File: src/hw/rtl/chpt_pkg.sv
// Shared types, codes and helpers for the clustered hashed page table.
// Used by every module under hw/rtl; depends on nothing.
package chpt_pkg;

    localparam int DEF_WAYS           = 4;
    localparam int DEF_MAX_SETS       = 256;
    localparam int DEF_STACK_TOP_PAGE = 524288;
    localparam int DEF_STACK_PAGES    = 18;

    localparam int SET_IDX_W = 12;

    localparam logic OP_LOOKUP = 1'b0;
    localparam logic OP_INVAL  = 1'b1;

    localparam logic [2:0] CFG_SET_COUNT   = 3'd0;
    localparam logic [2:0] CFG_FIRST_FRAME = 3'd1;
    localparam logic [2:0] CFG_SEG1_BASE   = 3'd2;
    localparam logic [2:0] CFG_SEG1_COUNT  = 3'd3;
    localparam logic [2:0] CFG_SEG2_BASE   = 3'd4;
    localparam logic [2:0] CFG_SEG2_COUNT  = 3'd5;
    localparam logic [2:0] CFG_PERM        = 3'd6;

    localparam logic [15:0] LFSR_SEED = 16'hACE1;
    localparam logic [15:0] LFSR_MASK = 16'hB400;

    typedef enum logic [2:0] {
        ST_HIT     = 3'd0,
        ST_FILL    = 3'd1,
        ST_REPLACE = 3'd2,
        ST_FAULT   = 3'd3,
        ST_INVAL   = 3'd4,
        ST_MISS    = 3'd5
    } t_status;

    typedef enum logic [1:0] {
        FS_IDLE,
        FS_DIV,
        FS_PUSH
    } t_front_state;

    typedef enum logic [2:0] {
        BS_CLEAR,
        BS_IDLE,
        BS_READ,
        BS_CHECK,
        BS_VMOD,
        BS_DONE
    } t_back_state;

    typedef struct packed {
        logic                 op;
        logic [19:0]          vpage;
        logic [11:0]          pid;
        logic [SET_IDX_W-1:0] set_idx;
        logic                 fault;
        logic                 wr;
        logic                 ex;
    } t_job;

    function automatic logic [15:0] lfsr_next(input logic [15:0] s);
        lfsr_next = (s >> 1) ^ (s[0] ? LFSR_MASK : 16'd0);
    endfunction

endpackage

File: src/hw/rtl/chpt_fifo.sv
// Two-entry queue of classified jobs between front and back ends.
// Uses t_job from chpt_pkg.
module chpt_fifo import chpt_pkg::*; (
    input  logic i_clk,
    input  logic i_rst_n,
    input  t_job i_data,
    input  logic i_push_valid,
    output logic o_push_ready,
    output t_job o_data,
    output logic o_pop_valid,
    input  logic i_pop_ready
);

    t_job       r_mem [2];
    logic       r_wptr, r_rptr;
    logic [1:0] r_cnt;
    logic       w_push, w_pop;

    assign o_push_ready = (r_cnt != 2'd2);
    assign o_pop_valid  = (r_cnt != 2'd0);
    assign o_data       = r_mem[r_rptr];
    assign w_push       = i_push_valid && o_push_ready;
    assign w_pop        = o_pop_valid && i_pop_ready;

    always_ff @(posedge i_clk) begin
        if (!i_rst_n) begin
            r_wptr <= 1'b0;
            r_rptr <= 1'b0;
            r_cnt  <= 2'd0;
        end else begin
            if (w_push) r_wptr <= !r_wptr;
            if (w_pop)  r_rptr <= !r_rptr;
            r_cnt <= r_cnt + 2'(w_push) - 2'(w_pop);
        end
    end

    always_ff @(posedge i_clk) begin
        if (w_push) r_mem[r_wptr] <= i_data;
    end

endmodule

File: config.mk
export PLATFORM = sky130hd
export DESIGN_NAME = chpt_fifo
export DESIGN_NICKNAME = d
export VERILOG_FILES = /design/src/hw/rtl/chpt_pkg.sv /design/src/hw/rtl/chpt_fifo.sv
export SDC_FILE = /design/constraint.sdc
export NUM_CORES = 1
export LEC_CHECK = 0
export BUFFER_PORTS_ARGS = -buffer_cell sky130_fd_sc_hd__buf_2
export CORE_MARGIN = 8
export CORE_UTILIZATION = 55
export DETAILED_ROUTE_END_ITERATION = 16
export PLACE_DENSITY = 0.87
export SLEW_MARGIN = 20
export SYNTH_ARGS = -nofsm -noshare
export SYNTH_HDL_FRONTEND = slang
export SYNTH_SLANG_ARGS = --single-unit
File: constraint.sdc
create_clock -name i_clk -period 6.6 [get_ports i_clk]
set_clock_uncertainty 0.1 [all_clocks]
set_input_delay 0 -clock i_clk [delete_from_list [all_inputs] [get_ports i_clk]]
set_output_delay 0 -clock i_clk [all_outputs]
set_load 0.005 [all_outputs]
# ---- Yosys cells after proc, flatten, opt, wreduce, memory -nomap -nowiden
# Memory sizes are Yosys's and may differ from the RTL's. A register that Yosys moved wholly into a read port is not among the register bits.
# Index checks and enable logic that the tools add are counted.
dict set report word_totals {
  register_bits 4
  ram_bits 96
  in_bits 52
  word_cells 16
  memories 1
}
# name words word_bits read_ports rd_clocked_by_memory_dff wr line_no
set memory_table {}
lappend memory_table {r_mem 2 48 1 1 1 chpt_fifo.sv:14} ;# t_job r_mem [2];
dict set report op_classes {
  addsub 2
  eq_ne 1
  mux 4
  n_reduce_logical 5
}
# operator count
set ops {}
lappend ops {{1-bit 2-to-1 mux} 4}
lappend ops {{2-bit by 1-bit adder with 2-bit output} 1}
lappend ops {{1-bit logical AND} 2}
lappend ops {{1-bit logical NOT} 2}
lappend ops {{2-bit != test (second input constant)} 1}
lappend ops {{2-bit nonzero test} 1}
lappend ops {{2-bit by 1-bit subtractor with 2-bit output} 1}

# ---- Logic depth before layout (Yosys ltp)
dict set report logic_depth {
  depth_word 4
  ltp_mapped 6
}

# ---- Worst setup path after synthesis
# OpenSTA, ideal clock, no wires.
dict set report synth_path {
  path_kind {register -> register}
  from {register r_cnt[0]}
  to {memory r_mem[0][0] in the netlist's numbering (enable)}
  setup_time_ps 402
  arrival_ps 1623
  t_required_ps 6098
  slack_ps 4475
  stages_incl_launch_ff 4
  path_buffers 0
  period_less_slack_ps 2125
  cell_sequence {dfxtp_1 -> nand2b_1 -> nand3b_1 -> inv_1}
}
dict set report synth_via {
  elab_chain_cells 4
}
# element line_no
set synth_rtl {}
lappend synth_rtl {{start: declaration} chpt_fifo.sv:16} ;# logic [1:0] r_cnt;
lappend synth_rtl {{start signal: assignment} chpt_fifo.sv:33} ;# r_cnt <= r_cnt + 2'(w_push) - 2'(w_pop);
lappend synth_rtl {{2-bit != test} chpt_fifo.sv:19} ;# assign o_push_ready = (r_cnt != 2'd2);
lappend synth_rtl {{net o_push_ready} chpt_fifo.sv:8} ;# output logic o_push_ready,
lappend synth_rtl {{1-bit logical AND} chpt_fifo.sv:22} ;# assign w_push = i_push_valid && o_push_ready;
lappend synth_rtl {{1-bit 2-to-1 mux} chpt_fifo.sv:38} ;# if (w_push) r_mem[r_wptr] <= i_data;
lappend synth_rtl {{1-bit 2-to-1 mux (implied by the code)} chpt_fifo.sv:38}
lappend synth_rtl {{end: declaration} chpt_fifo.sv:14}
# The timed path passes the listed nets, and every way through them passes these cells.

# ---- Worst setup path after layout
dict set report layout_path {
  from {register r_cnt[0]}
  to {memory r_mem[0][27] in the netlist's numbering (enable)}
}
dict set report layout_via {
  elab_chain_cells 4
}
# element line_no
set layout_rtl {}
lappend layout_rtl {{2-bit != test} chpt_fifo.sv:19}
lappend layout_rtl {{1-bit logical AND} chpt_fifo.sv:22}
lappend layout_rtl {{1-bit 2-to-1 mux} chpt_fifo.sv:38}
lappend layout_rtl {{1-bit 2-to-1 mux (implied by the code)} chpt_fifo.sv:38}
# No other way between the ends.

==> metrics <==
CTS buffer count=9; Detailed Routing Iterations Pass 1=4; setup bufs post-CTS=0; # IOs=102; Yosys cell types=28; n_diodes=0; number of max-cap violations=0; Post-DRT Antenna Nets=0; CTS tree=done; Routed WL=7510 um; Logic pwr share=22.3%; f_max=487 MHz; Clk pwr share=26.6%; final hold violations=0; Worst-Margin Slew=1020 ps; first-pass GRT wire length=12000 um; final setup fails=0; status=completed; Clock Root Buffer=clkbuf_8; critical path data required time=6480 ps; Crit Path Class=flop to flop; clock slew at reported path FFs=100 ps; min cycle time layout=2050 ps; Die Span X=99.2 um; row count=30; Initial DRC Count=87; Synth Register Bits=101; Final Max Slew Viols=0; hold path depth=2; fin crit share=31.1%; synth warn=0; GPL Wtd Cong=0.699; crit end category=flop; NumNets Final=391; synth top area cells=edfxtp_1 (76%), mux2_2 (8.3%), mux2_4 (7.9%); sw power=0.378 mW; initial antenna violation count=0; Design Area, Final=5110 um^2; Switching Fraction=24.2%; Port Buffers=101; share of post-route cells with drive strength above 1=50.1%; post-synthesis cell area=3810 um^2; vias in the first global route=2356; WL per Instance=17.8 um; CTS H-tree depth=3; pin count of the biggest net entering global routing=49; DR vias/cell=5.02; total number of vias=2123; Layout area overhead=34.2%; HPWL Detailed=4280 um; die area=9850 um^2; placed cell area=4380 um^2; Worst-Skew Late Latency=350 ps; P_int=1.19 mW; Power Dens Cells=306 nW/um^2; Hold Crit Class=input pin to flop; post-cts gate resize count=0; Congestion Overflow GR=0; Sequential Power Share=51.2%; dominant cell type by area after synthesis=edfxtp_1; VDD IR max=0.263 mV; mean post-synth cell area=21.3 um^2; relative slew slack=32.1%; setup tns final=0 ps; syn nets=232; path depth of the worst reg2reg path=3; Initial Utilization=56.4%; sequential share of the synthesized area=78.3%; leakage power=1.98 nW; Mapped Cells=179; clk buf depth=2; Startpoint Class=flop; RSZ-0062 raised after global routing=no; Sink Count=101; all-layer global routing usage=15.7%; CP arrival=1930 ps; drt drc=0; Core Area=6760 um^2; hold slack final=264 ps; top cell type's share of synthesized area=75.7%; chip height=99.2 um; CP max FO=48
[power by group through the flow]
stage / Clock, mW / Sequential [mW] / Combinational (mW)
final: 0.415 / 0.800 / 0.348
after global routing: 0.444 / 0.807 / 0.379
after detailed placement: 0 / 0.814 / 0.324
after global placement: 0 / 0.809 / 0.320
after floorplan: 0 / 0.808 / 0.210
after CTS: 0.423 / 0.800 / 0.350
[critical path, stage by stage (launching register included)]
cell and delay, ps:
dfxtp_1 440, nand2b_1 220, nand3b_1 140, inv_2 750
[cell families (layout without fill, tap and decap cells)]
logic type	count (synthesis)	in the layout	synth area share, %
DFF	101	101	78.3
adders and majority gates	1	1	0.328
muxes	48	48	16.2
buffers and inverters	7	171	1.25
xor gates and xnor gates	1	1	0.230
AOI/OAI and AO/OA	6	6	1.15
and+or+nand+nor	15	15	2.60
[area by class of cell]
class                      count  area (um^2)
multi-input combinational     71          783
tap                           80          100
fill                         384         1640
timing repair buffer         153         1020
clock inverter                 6         86.3
sequential                   101         2980
inverter                       2         7.51
clock buffer                  10          128
[repair_timing]
item,in CTS,in global routing
hold buffers,51,0
hold endpoints to repair,101,0
setup endpoints to repair,0,0
[layout by cell type, fill, tap and decap left out, drive strengths merged, types with 2 or more instances in the layout]
master       instances
buf                102
clkbuf              10
clkinv               2
o21ai                2
edfxtp              96
mux2                48
inv                  3
dlygate4sd3         51
nor2                 4
and3                 2
bufinv               2
dfxtp                5
[cell usage after synthesis]
master	instances
nor4bb_2	1
nand2b_1	1
nor2_1	4
and3_1	1
nor4_1	1
mux2_4	20
o21ai_1	1
edfxtp_1	96
buf_2	2
a21oi_1	1
a21bo_1	1
o21ba_2	1
nand3_1	1
buf_6	2
inv_1	2
ha_1	1
or2_2	1
mux2_2	28
and2_1	1
dfxtp_1	5
and3_2	1
o21ai_0	1
nor3_2	1
o31a_1	1
xor2_1	1
nor2b_1	1
nand3b_1	1
buf_4	1
[sequential cells by signal, indices dropped and copies added, names as in the netlist, named ones only]
name    flops
r_cnt       2
r_mem      96
r_rptr      1
r_wptr      1
[routing by layer]
layer | GRT usage, % | up-vias | share of wire (%)
li1 | - | 1019 | -
met1 | 17.7 | 1009 | 39
met2 | 26.0 | 80 | 50
met3 | 6.01 | 15 | 8.5
met4 | 7.10 | 0 | 1.9
met5 | 0 | - | 0
[worst paths after layout]
path | slack [ps] | start | end
setup / recovery | 4550 | r_cnt[0] | r_mem[0][27]
hold / removal | 260 | i_data[44] | r_mem[0][44]
setup reg to reg | 4550 | r_cnt[0] | r_mem[0][27]
hold reg to reg | 420 | r_rptr | flop
[stage by stage]
stage          std cells  util [%]  setup WS [ps]  power (mW)
4_1_cts              423      75.6           4460        1.57
2_1_floorplan        179         -           4470        1.02
5_1_grt              423      75.7           4370        1.63
6_report             423      75.7           4550        1.56
3_3_place_gp         356      64.9           4590        1.13
3_5_place_dp         356      64.9           4470        1.14
(Power assumes the default switching activity.)
