$ cat src/hw/rtl/chpt_pkg.sv
// Shared types, codes and helpers for the clustered hashed page table.
// Used by every module under hw/rtl; depends on nothing.
package chpt_pkg;

    localparam int DEF_WAYS           = 4;
    localparam int DEF_MAX_SETS       = 256;
    localparam int DEF_STACK_TOP_PAGE = 524288;
    localparam int DEF_STACK_PAGES    = 18;

    localparam int SET_IDX_W = 12;

    localparam logic OP_LOOKUP = 1'b0;
    localparam logic OP_INVAL  = 1'b1;

    localparam logic [2:0] CFG_SET_COUNT   = 3'd0;
    localparam logic [2:0] CFG_FIRST_FRAME = 3'd1;
    localparam logic [2:0] CFG_SEG1_BASE   = 3'd2;
    localparam logic [2:0] CFG_SEG1_COUNT  = 3'd3;
    localparam logic [2:0] CFG_SEG2_BASE   = 3'd4;
    localparam logic [2:0] CFG_SEG2_COUNT  = 3'd5;
    localparam logic [2:0] CFG_PERM        = 3'd6;

    localparam logic [15:0] LFSR_SEED = 16'hACE1;
    localparam logic [15:0] LFSR_MASK = 16'hB400;

    typedef enum logic [2:0] {
        ST_HIT     = 3'd0,
        ST_FILL    = 3'd1,
        ST_REPLACE = 3'd2,
        ST_FAULT   = 3'd3,
        ST_INVAL   = 3'd4,
        ST_MISS    = 3'd5
    } t_status;

    typedef enum logic [1:0] {
        FS_IDLE,
        FS_DIV,
        FS_PUSH
    } t_front_state;

    typedef enum logic [2:0] {
        BS_CLEAR,
        BS_IDLE,
        BS_READ,
        BS_CHECK,
        BS_VMOD,
        BS_DONE
    } t_back_state;

    typedef struct packed {
        logic                 op;
        logic [19:0]          vpage;
        logic [11:0]          pid;
        logic [SET_IDX_W-1:0] set_idx;
        logic                 fault;
        logic                 wr;
        logic                 ex;
    } t_job;

    function automatic logic [15:0] lfsr_next(input logic [15:0] s);
        lfsr_next = (s >> 1) ^ (s[0] ? LFSR_MASK : 16'd0);
    endfunction

endpackage

$ cat src/hw/rtl/chpt_front.sv
// Front end: accepts requests, classifies the page segment and reduces
// the page modulo the set count one bit per cycle. Uses chpt_pkg.
module chpt_front import chpt_pkg::*; #(
    parameter int MAX_SETS       = DEF_MAX_SETS,
    parameter int STACK_TOP_PAGE = DEF_STACK_TOP_PAGE,
    parameter int STACK_PAGES    = DEF_STACK_PAGES
) (
    input  logic        i_clk,
    input  logic        i_rst_n,
    input  logic        i_valid,
    output logic        o_ready,
    input  logic        i_opcode,
    input  logic [19:0] i_vpage,
    input  logic [11:0] i_pid,
    input  logic [8:0]  i_set_count,
    input  logic [19:0] i_seg1_base,
    input  logic [19:0] i_seg1_count,
    input  logic [19:0] i_seg2_base,
    input  logic [19:0] i_seg2_count,
    input  logic [4:0]  i_perm,
    output t_job        o_job,
    output logic        o_job_valid,
    input  logic        i_job_ready
);

    localparam int STACK_LO = STACK_TOP_PAGE - STACK_PAGES;

    t_front_state r_state, n_state;
    t_job         r_job;
    logic [8:0]   r_div;
    logic [8:0]   r_rem;
    logic [19:0]  r_shift;
    logic [4:0]   r_cnt;

    logic        w_acc;
    logic [8:0]  w_div;
    logic [9:0]  w_rem_sh;
    logic [8:0]  w_rem_nx;
    logic        w_in1, w_in2, w_stk;
    logic [20:0] w_vp;

    assign w_acc = i_valid && o_ready;
    assign w_vp  = {1'b0, i_vpage};
    assign w_in1 = (w_vp >= {1'b0, i_seg1_base}) &&
                   (w_vp < ({1'b0, i_seg1_base} + {1'b0, i_seg1_count}));
    assign w_in2 = (w_vp >= {1'b0, i_seg2_base}) &&
                   (w_vp < ({1'b0, i_seg2_base} + {1'b0, i_seg2_count}));
    assign w_stk = (int'(i_vpage) >= STACK_LO) && (int'(i_vpage) < STACK_TOP_PAGE);

    always_comb begin
        if (i_set_count == 9'd0) begin
            w_div = 9'd1;
        end else if (32'(i_set_count) > MAX_SETS) begin
            w_div = 9'(MAX_SETS);
        end else begin
            w_div = i_set_count;
        end
    end

    assign w_rem_sh = {r_rem, r_shift[19]};
    assign w_rem_nx = (w_rem_sh >= {1'b0, r_div}) ? 9'(w_rem_sh - {1'b0, r_div})
                                                  : w_rem_sh[8:0];

    always_comb begin
        n_state = r_state;
        unique case (r_state)
            FS_IDLE: if (w_acc) n_state = FS_DIV;
            FS_DIV:  if (r_cnt == 5'd19) n_state = FS_PUSH;
            FS_PUSH: if (i_job_ready) n_state = FS_IDLE;
            default: n_state = FS_IDLE;
        endcase
    end

    always_comb begin
        o_ready     = (r_state == FS_IDLE);
        o_job_valid = (r_state == FS_PUSH);
        o_job       = r_job;
    end

    always_ff @(posedge i_clk) begin
        if (!i_rst_n) begin
            r_state <= FS_IDLE;
        end else begin
            r_state <= n_state;
        end
    end

    always_ff @(posedge i_clk) begin
        if (w_acc) begin
            r_job.op      <= i_opcode;
            r_job.vpage   <= i_vpage;
            r_job.pid     <= i_pid;
            r_job.set_idx <= '0;
            r_job.fault   <= 1'b0;
            r_job.wr      <= 1'b0;
            r_job.ex      <= 1'b0;
            if (i_opcode == OP_LOOKUP) begin
                priority if (w_in1) begin
                    r_job.wr <= i_perm[1];
                    r_job.ex <= i_perm[0];
                end else if (w_in2) begin
                    r_job.wr <= i_perm[4];
                    r_job.ex <= i_perm[3];
                end else if (w_stk) begin
                    r_job.wr <= 1'b1;
                end else begin
                    r_job.fault <= 1'b1;
                end
            end
            r_div   <= w_div;
            r_rem   <= '0;
            r_shift <= i_vpage;
            r_cnt   <= '0;
        end else if (r_state == FS_DIV) begin
            r_rem   <= w_rem_nx;
            r_shift <= {r_shift[18:0], 1'b0};
            r_cnt   <= r_cnt + 5'd1;
            if (r_cnt == 5'd19) begin
                r_job.set_idx <= SET_IDX_W'(w_rem_nx);
            end
        end
    end

    assert property (@(posedge i_clk) disable iff (!i_rst_n)
        (r_state == FS_DIV) |-> (r_rem < r_div))
        else $error("remainder not below divisor");
    assert property (@(posedge i_clk) disable iff (!i_rst_n)
        (r_state == FS_PUSH) |-> (32'(r_job.set_idx) < MAX_SETS))
        else $error("set index out of range");
    assert property (@(posedge i_clk) disable iff (!i_rst_n)
        (r_state == FS_PUSH && r_job.op == OP_INVAL) |-> !r_job.fault)
        else $error("invalidate marked as fault");

endmodule

$ cat config.mk
export PLATFORM = sky130hd
export DESIGN_NAME = chpt_front
export DESIGN_NICKNAME = d
export VERILOG_FILES = /design/src/hw/rtl/chpt_pkg.sv /design/src/hw/rtl/chpt_front.sv
export SDC_FILE = /design/constraint.sdc
export NUM_CORES = 1
export LEC_CHECK = 0
export ABC_AREA = 1
export ABC_CLOCK_PERIOD_IN_PS = 2900
export BUFFER_PORTS_ARGS = -buffer_cell sky130_fd_sc_hd__buf_2
export CAP_MARGIN = 25
export CORE_ASPECT_RATIO = 1.2
export CORE_UTILIZATION = 50
export DETAILED_ROUTE_END_ITERATION = 7
export GPL_TIMING_DRIVEN = 0
export PLACE_DENSITY_LB_ADDON = 0.25
export SLEW_MARGIN = 20
export SYNTH_ARGS = -nofsm -noshare
export SYNTH_HDL_FRONTEND = slang
export SYNTH_SLANG_ARGS = --single-unit
$ cat constraint.sdc
create_clock -name i_clk -period 2.9 [get_ports i_clk]
set_clock_uncertainty 0.1 [all_clocks]
set_input_delay 0.145 -clock i_clk [delete_from_list [all_inputs] [get_ports i_clk]]
set_output_delay 0.145 -clock i_clk [all_outputs]
set_load 0.03 [all_outputs]
=== Word-level counts from Yosys, hierarchy flattened ===
Index checks and enable logic that the tools add are counted.

* Register bits: 90
* Bits in latches: 0
* RAM bits: 0
* Memory bits (read-only): 0
* Output and inout bits: 50
* Logic and storage cells: 55
* Memories kept: 0

* Add/subtract/negate cells: 4
* Multiply operators: 0
* Divide/modulo/power cells: 0
* Order comparisons: 8
* Eq/ne operators: 6
* Shifts and indexed selects: 0
* Muxes and demuxes: 13
* Bitwise operators: 0
* Reduce and logical (&&, ||, !) cells: 11

{| class="wikitable"
|+ Operators by type and width
! operator !! count
|-
| adder 20 x 20 -> 21 bit || 2
|-
| < comparator 20 x 21 -> 1 bit || 2
|-
| greater-or-equal comparator 20 bit || 2
|-
| two-way mux 20 bit || 2
|-
| greater-or-equal comparator 20 x 19 -> 1 bit (second input constant) || 1
|-
| < comparator 20 bit (second input constant) || 1
|-
| two-way mux 9 bit || 2
|-
| greater-or-equal comparator 10 x 9 -> 1 bit || 1
|-
| greater-than comparator 9 bit (second input constant) || 1
|-
| logical NOT 9 bit || 1
|-
| subtractor 9 bit || 1
|-
| two-way mux 2 bit || 4
|-
| case mux 2 bit (3 select lines) || 1
|-
| adder 5 x 1 -> 5 bit (second input constant) || 1
|-
| equality test 5 bit (second input constant) || 1
|-
| logical AND 1 bit || 4
|-
| two-way mux 1 bit || 4
|-
| != test 2 x 1 -> 1 bit (second input constant) || 2
|-
| AND reduction 3 bit || 1
|-
| OR reduction 3 bit || 1
|-
| equality test 2 x 1 -> 1 bit (second input constant) || 1
|-
| equality test 2 bit (second input constant) || 1
|-
| logical NOT 2 bit || 1
|-
| != test 2 bit (second input constant) || 1
|-
| other kinds (3) || 3
|}

=== Depth between registers and ports, before layout ===
* Depth after elaboration: 5
* Depth in mapped cells: 23
* Mapped depth without buffers: 23

=== Least setup slack after synthesis ===
No wires, ideal clock.

* Path type: reg-to-reg
* Start: reg r_state[1]
* End: reg r_job, in the netlist o_job[0], enable pin
* Library setup time: 0.427 ns
* Data arrival time: 2.582 ns
* Slack: -0.209 ns
* Cell stages (with the launch flop): 5
* Path buffers: 1
* Cells stage by stage: dfxtp_1 nor2_1 nand2_1 inv_2 clkbuf_1

* Word-level cells in the longest chain between the ends: 2

{| class="wikitable"
|+ Ends and longest elaborated chain
! item !! line !! RTL
|-
| start, declared || chpt_front.sv:28 || <nowiki>t_front_state r_state, n_state;</nowiki>
|-
| start signal, assigned || chpt_front.sv:84 || <nowiki>r_state <= n_state;</nowiki>
|-
| logical NOT 2 bit || chpt_front.sv:75 || <nowiki>o_ready = (r_state == FS_IDLE);</nowiki>
|-
| net o_ready || chpt_front.sv:11 || <nowiki>output logic o_ready,</nowiki>
|-
| logical AND 1 bit || chpt_front.sv:42 || <nowiki>assign w_acc = i_valid && o_ready;</nowiki>
|-
| net w_acc || chpt_front.sv:35 || <nowiki>logic w_acc;</nowiki>
|-
| end, declared || chpt_front.sv:29 || <nowiki>t_job r_job;</nowiki>
|}

The timed path passes the listed nets, and every way through them passes these cells.
A chain may end at the register's enable or synchronous reset.

=== Final worst setup path ===
* Start: in i_seg2_base[16]
* End: reg r_job, in the netlist o_job[1], data pin

* Word-level cells in the longest chain between the ends: 5
* Elaborated cells between the ends (all ways): 6

{| class="wikitable"
|+ Ends and longest elaborated chain
! item !! line !! RTL
|-
| start, declared || chpt_front.sv:18 || <nowiki>input logic [19:0] i_seg2_base,</nowiki>
|-
| adder 20 x 20 -> 21 bit || chpt_front.sv:47 || <nowiki>(w_vp < ({1'b0, i_seg2_base} + {1'b0, i_seg2_count}));</nowiki>
|-
| < comparator 20 x 21 -> 1 bit || chpt_front.sv:47 ||
|-
| logical AND 1 bit * || chpt_front.sv:46 || <nowiki>assign w_in2 = (w_vp >= {1'b0, i_seg2_base}) &&</nowiki>
|-
| two-way mux 1 bit * || chpt_front.sv:101 || <nowiki>end else if (w_in2) begin</nowiki>
|-
| two-way mux 2 bit * || chpt_front.sv:98 || <nowiki>priority if (w_in1) begin</nowiki>
|}

Every way passes the cells marked *; elsewhere a longest branch is shown, timed or not.

==> impl_metrics.tcl <==
set metrics [dict create \
    outcome "complete, no violations" \
    place_congestion 0.922 \
    die_x_um 117 \
    cts_tree "built" \
    r2r_start "r_shift[19]" \
    crit_fanout 5 \
    cp-end-kind "flip-flop" \
    crit_path_start "i_seg2_base[16]" \
    htreeDepth 3 \
    clkSlewWorstSetupHoldPaths_ps 60 \
    fin_area_mm2 0.00998 \
    drv_slew 0 \
    critPathRequiredTime_ps 2890 \
    vias 7414 \
    ir_worst_vdd_uv 320 \
    fillers 1403 \
    period_needed_ps 2850 \
    multi_input_area_mm2 0.00502 \
    critPathArrivalTime_ps 2840 \
    dieHeight_um 140 \
    post-route-drc-count 0 \
    hpwlAfterDp_um 16300 \
    netlist_top_cells_count "nand2_1, inv_1, ha_1, a21oi_1, edfxtp_1" \
    place_area_mm2 0.00913 \
    min_period_over_period_pct 98.4 \
    synth_seq_cells 90 \
    setup_slack_ps 46.6 \
    crit_path_end "o_job[1]" \
    port_buffers 176 \
    synth_area_leaders "edfxtp_1, ha_1, nand2_1" \
    drt_iter0_markers 326 \
    worst_slew_pin_slew_ps 930 \
    reg2reg_slack_ps 640 \
    synth_top_cell_area_share_pct 24.5 \
    rr_worst_depth 13 \
    relSlewSlack_pct 37.9 \
    synth_seq_area_share_pct 30.7 \
    overflow 0 \
    netlist-cell-type-count 45 \
    yosys_warnings 0 \
    track_usage_pct 24.2 \
    synthCells 1010 \
    maxCapViolations 0 \
    yosysTopAreaCell "edfxtp_1" \
    synth_async_sr_flop_share_pct 0 \
    ant_nets 0 \
    cts-root-buf "clkbuf_16" \
    firstDrtPassIters 4 \
    drive_gt1_share_pct 24.7 \
    critPathLaunchType "primary input" \
    leakage_nw 5.14 \
    grt_max_degree 55 \
    clk_latency_ps 330 \
    power.total_w 0.00481 \
    dpl_worst_slack_ps -561 \
    p_per_area_mw_per_mm2 482 \
    syn-cell-area_mm2 0.00798 \
    grt_pass1_wl_um 31900 \
    rows 50 \
    clock-sinks 90 \
    cts_buffer_depth 2 \
    yosysMostFrequentCell "nand2_1" \
    setup_viol 0 \
    drt-wirelength-per-cell_um 13.9 \
    hold_viol 0 \
    wl_um 20100 \
    layout.cells.non_filler 1450 \
    vias_per_cell 5.11 \
    place_inst 1396 \
    die_area_mm2 0.0165 \
    hp-class "primary input to flip-flop" \
    synth.avg_cell_area_um2 7.90 \
    max_freq_mhz 350 \
    synth_edf_count 65 \
    setup_tns_ps 0 \
    worstReg2RegEnd "o_job[4]" \
    register_area_mm2 0.00245 \
    pin_count 181 \
    cts_buffers 9 \
    synth-main-ff-cell "edfxtp_1" \
    antenna_found_initial 1 \
    crit_type "primary input to flip-flop" \
    area_growth_pct 25.1 \
    initial_utilization_pct 51.2 \
    grt_pass1_vias 7323 \
    layout.nets 1500 \
    core_area_mm2 0.0156 \
]
## layer usage
| layer | global-route usage [%] | vias up | wire length, um |
|---|---|---|---|
| met5 | 0 | - | 0 |
| li1 | - | 3811 | - |
| met1 | 24.6 | 3389 | 7750 |
| met3 | 3.46 | 38 | 842 |
| met2 | 48.2 | 176 | 10800 |
| met4 | 10.7 | 0 | 667 |
## final cells by class
class	count	share of cell area (%)
timing repair buffer	213	12.2
antenna	1	0.0251
sequential	90	24.6
multi-input combinational	739	50.3
clock inverter	6	0.815
clock buffer	10	2.29
buffer	10	0.552
inverter	173	6.58
tap	208	2.61
## through the flow
stage | hold WS, ps | utilization [%]
after floorplan | 144 | -
after global placement | 222 | 58.6
after CTS | 0.458 | 62.5
after global routing | 11.2 | 64.1
final | 10.0 | 64.1
after detailed placement | 223 | 58.6
## cell families (layout without fill, tap and decap cells)
| group | Yosys count | after routing | share of synthesized area, % |
|---|---|---|---|
| buffers and inverters | 183 | 412 | 8.88 |
| adders and majority gates | 133 | 133 | 21.1 |
| and+or+nand+nor | 381 | 381 | 21.1 |
| AOI/OAI and AO/OA | 179 | 179 | 13.3 |
| DFF | 90 | 90 | 30.7 |
| other | 1 | 4 | 0.0470 |
| xor gates and xnor gates | 43 | 43 | 4.72 |
## power by group
group	internal, W	total, W	switching (W)
clock	0.000749	0.00120	0.000455
sequential	0.00154	0.00161	0.0000673
combinational	0.000783	0.00200	0.00121
total	0.00307	0.00481	0.00174
## worst min path at each step
| stage | start | end | depth (start not counted) |
|---|---|---|---|
| 4_1_cts | i_vpage[10] | o_job[37] | 1 |
| 6_report | i_set_count[0] | r_div[0] | 2 |
| 3_5_place_dp | i_pid[9] | o_job[24] | 1 |
| 2_1_floorplan | i_pid[0] | o_job[15] | 0 |
| 3_3_place_gp | i_pid[1] | o_job[16] | 1 |
| 5_1_grt | i_vpage[18] | o_job[45] | 1 |
## cells in the final DEF, fill, tap and decap left out, types with 13 or more instances in the layout
cell type      count
o21bai_1          14
ha_1             121
o21ai_0           35
inv_1            160
nor3_1            13
dlygate4sd3_1     24
nor2_1            50
a21oi_2           16
nand2_1          233
nand2_2           20
xnor2_1           20
edfxtp_1          65
nand3_1           20
buf_2            177
dfxtp_1           25
a21oi_1           67
xor2_1            23
buf_4             17
nand4_1           14
## timing repair
action,CTS,global route
hold endpoints to repair,24,0
gates resized for setup,6,39
pin swaps,5,17
endpoints found under the setup margin,3,3
hold buffers,24,0
setup buffers,5,8
## worst max-delay path: stages
cell and delay (ps):
buf_2 120, ha_1 380, nand2_2 100, nor4_1 500, nand4_1 260, nand3_1 180
xor2_1 170, ha_1 270, a21oi_1 150, o21bai_1 70, nand4_1 150, nand4_1 170
nand2_1 110, a21oi_1 60
## registers in the layout (all words and copies together), names as in the netlist
name,count
o_job,45
r_cnt,5
r_div,9
r_rem,9
r_shift,20
r_state,2
(Power assumes the default switching activity.)
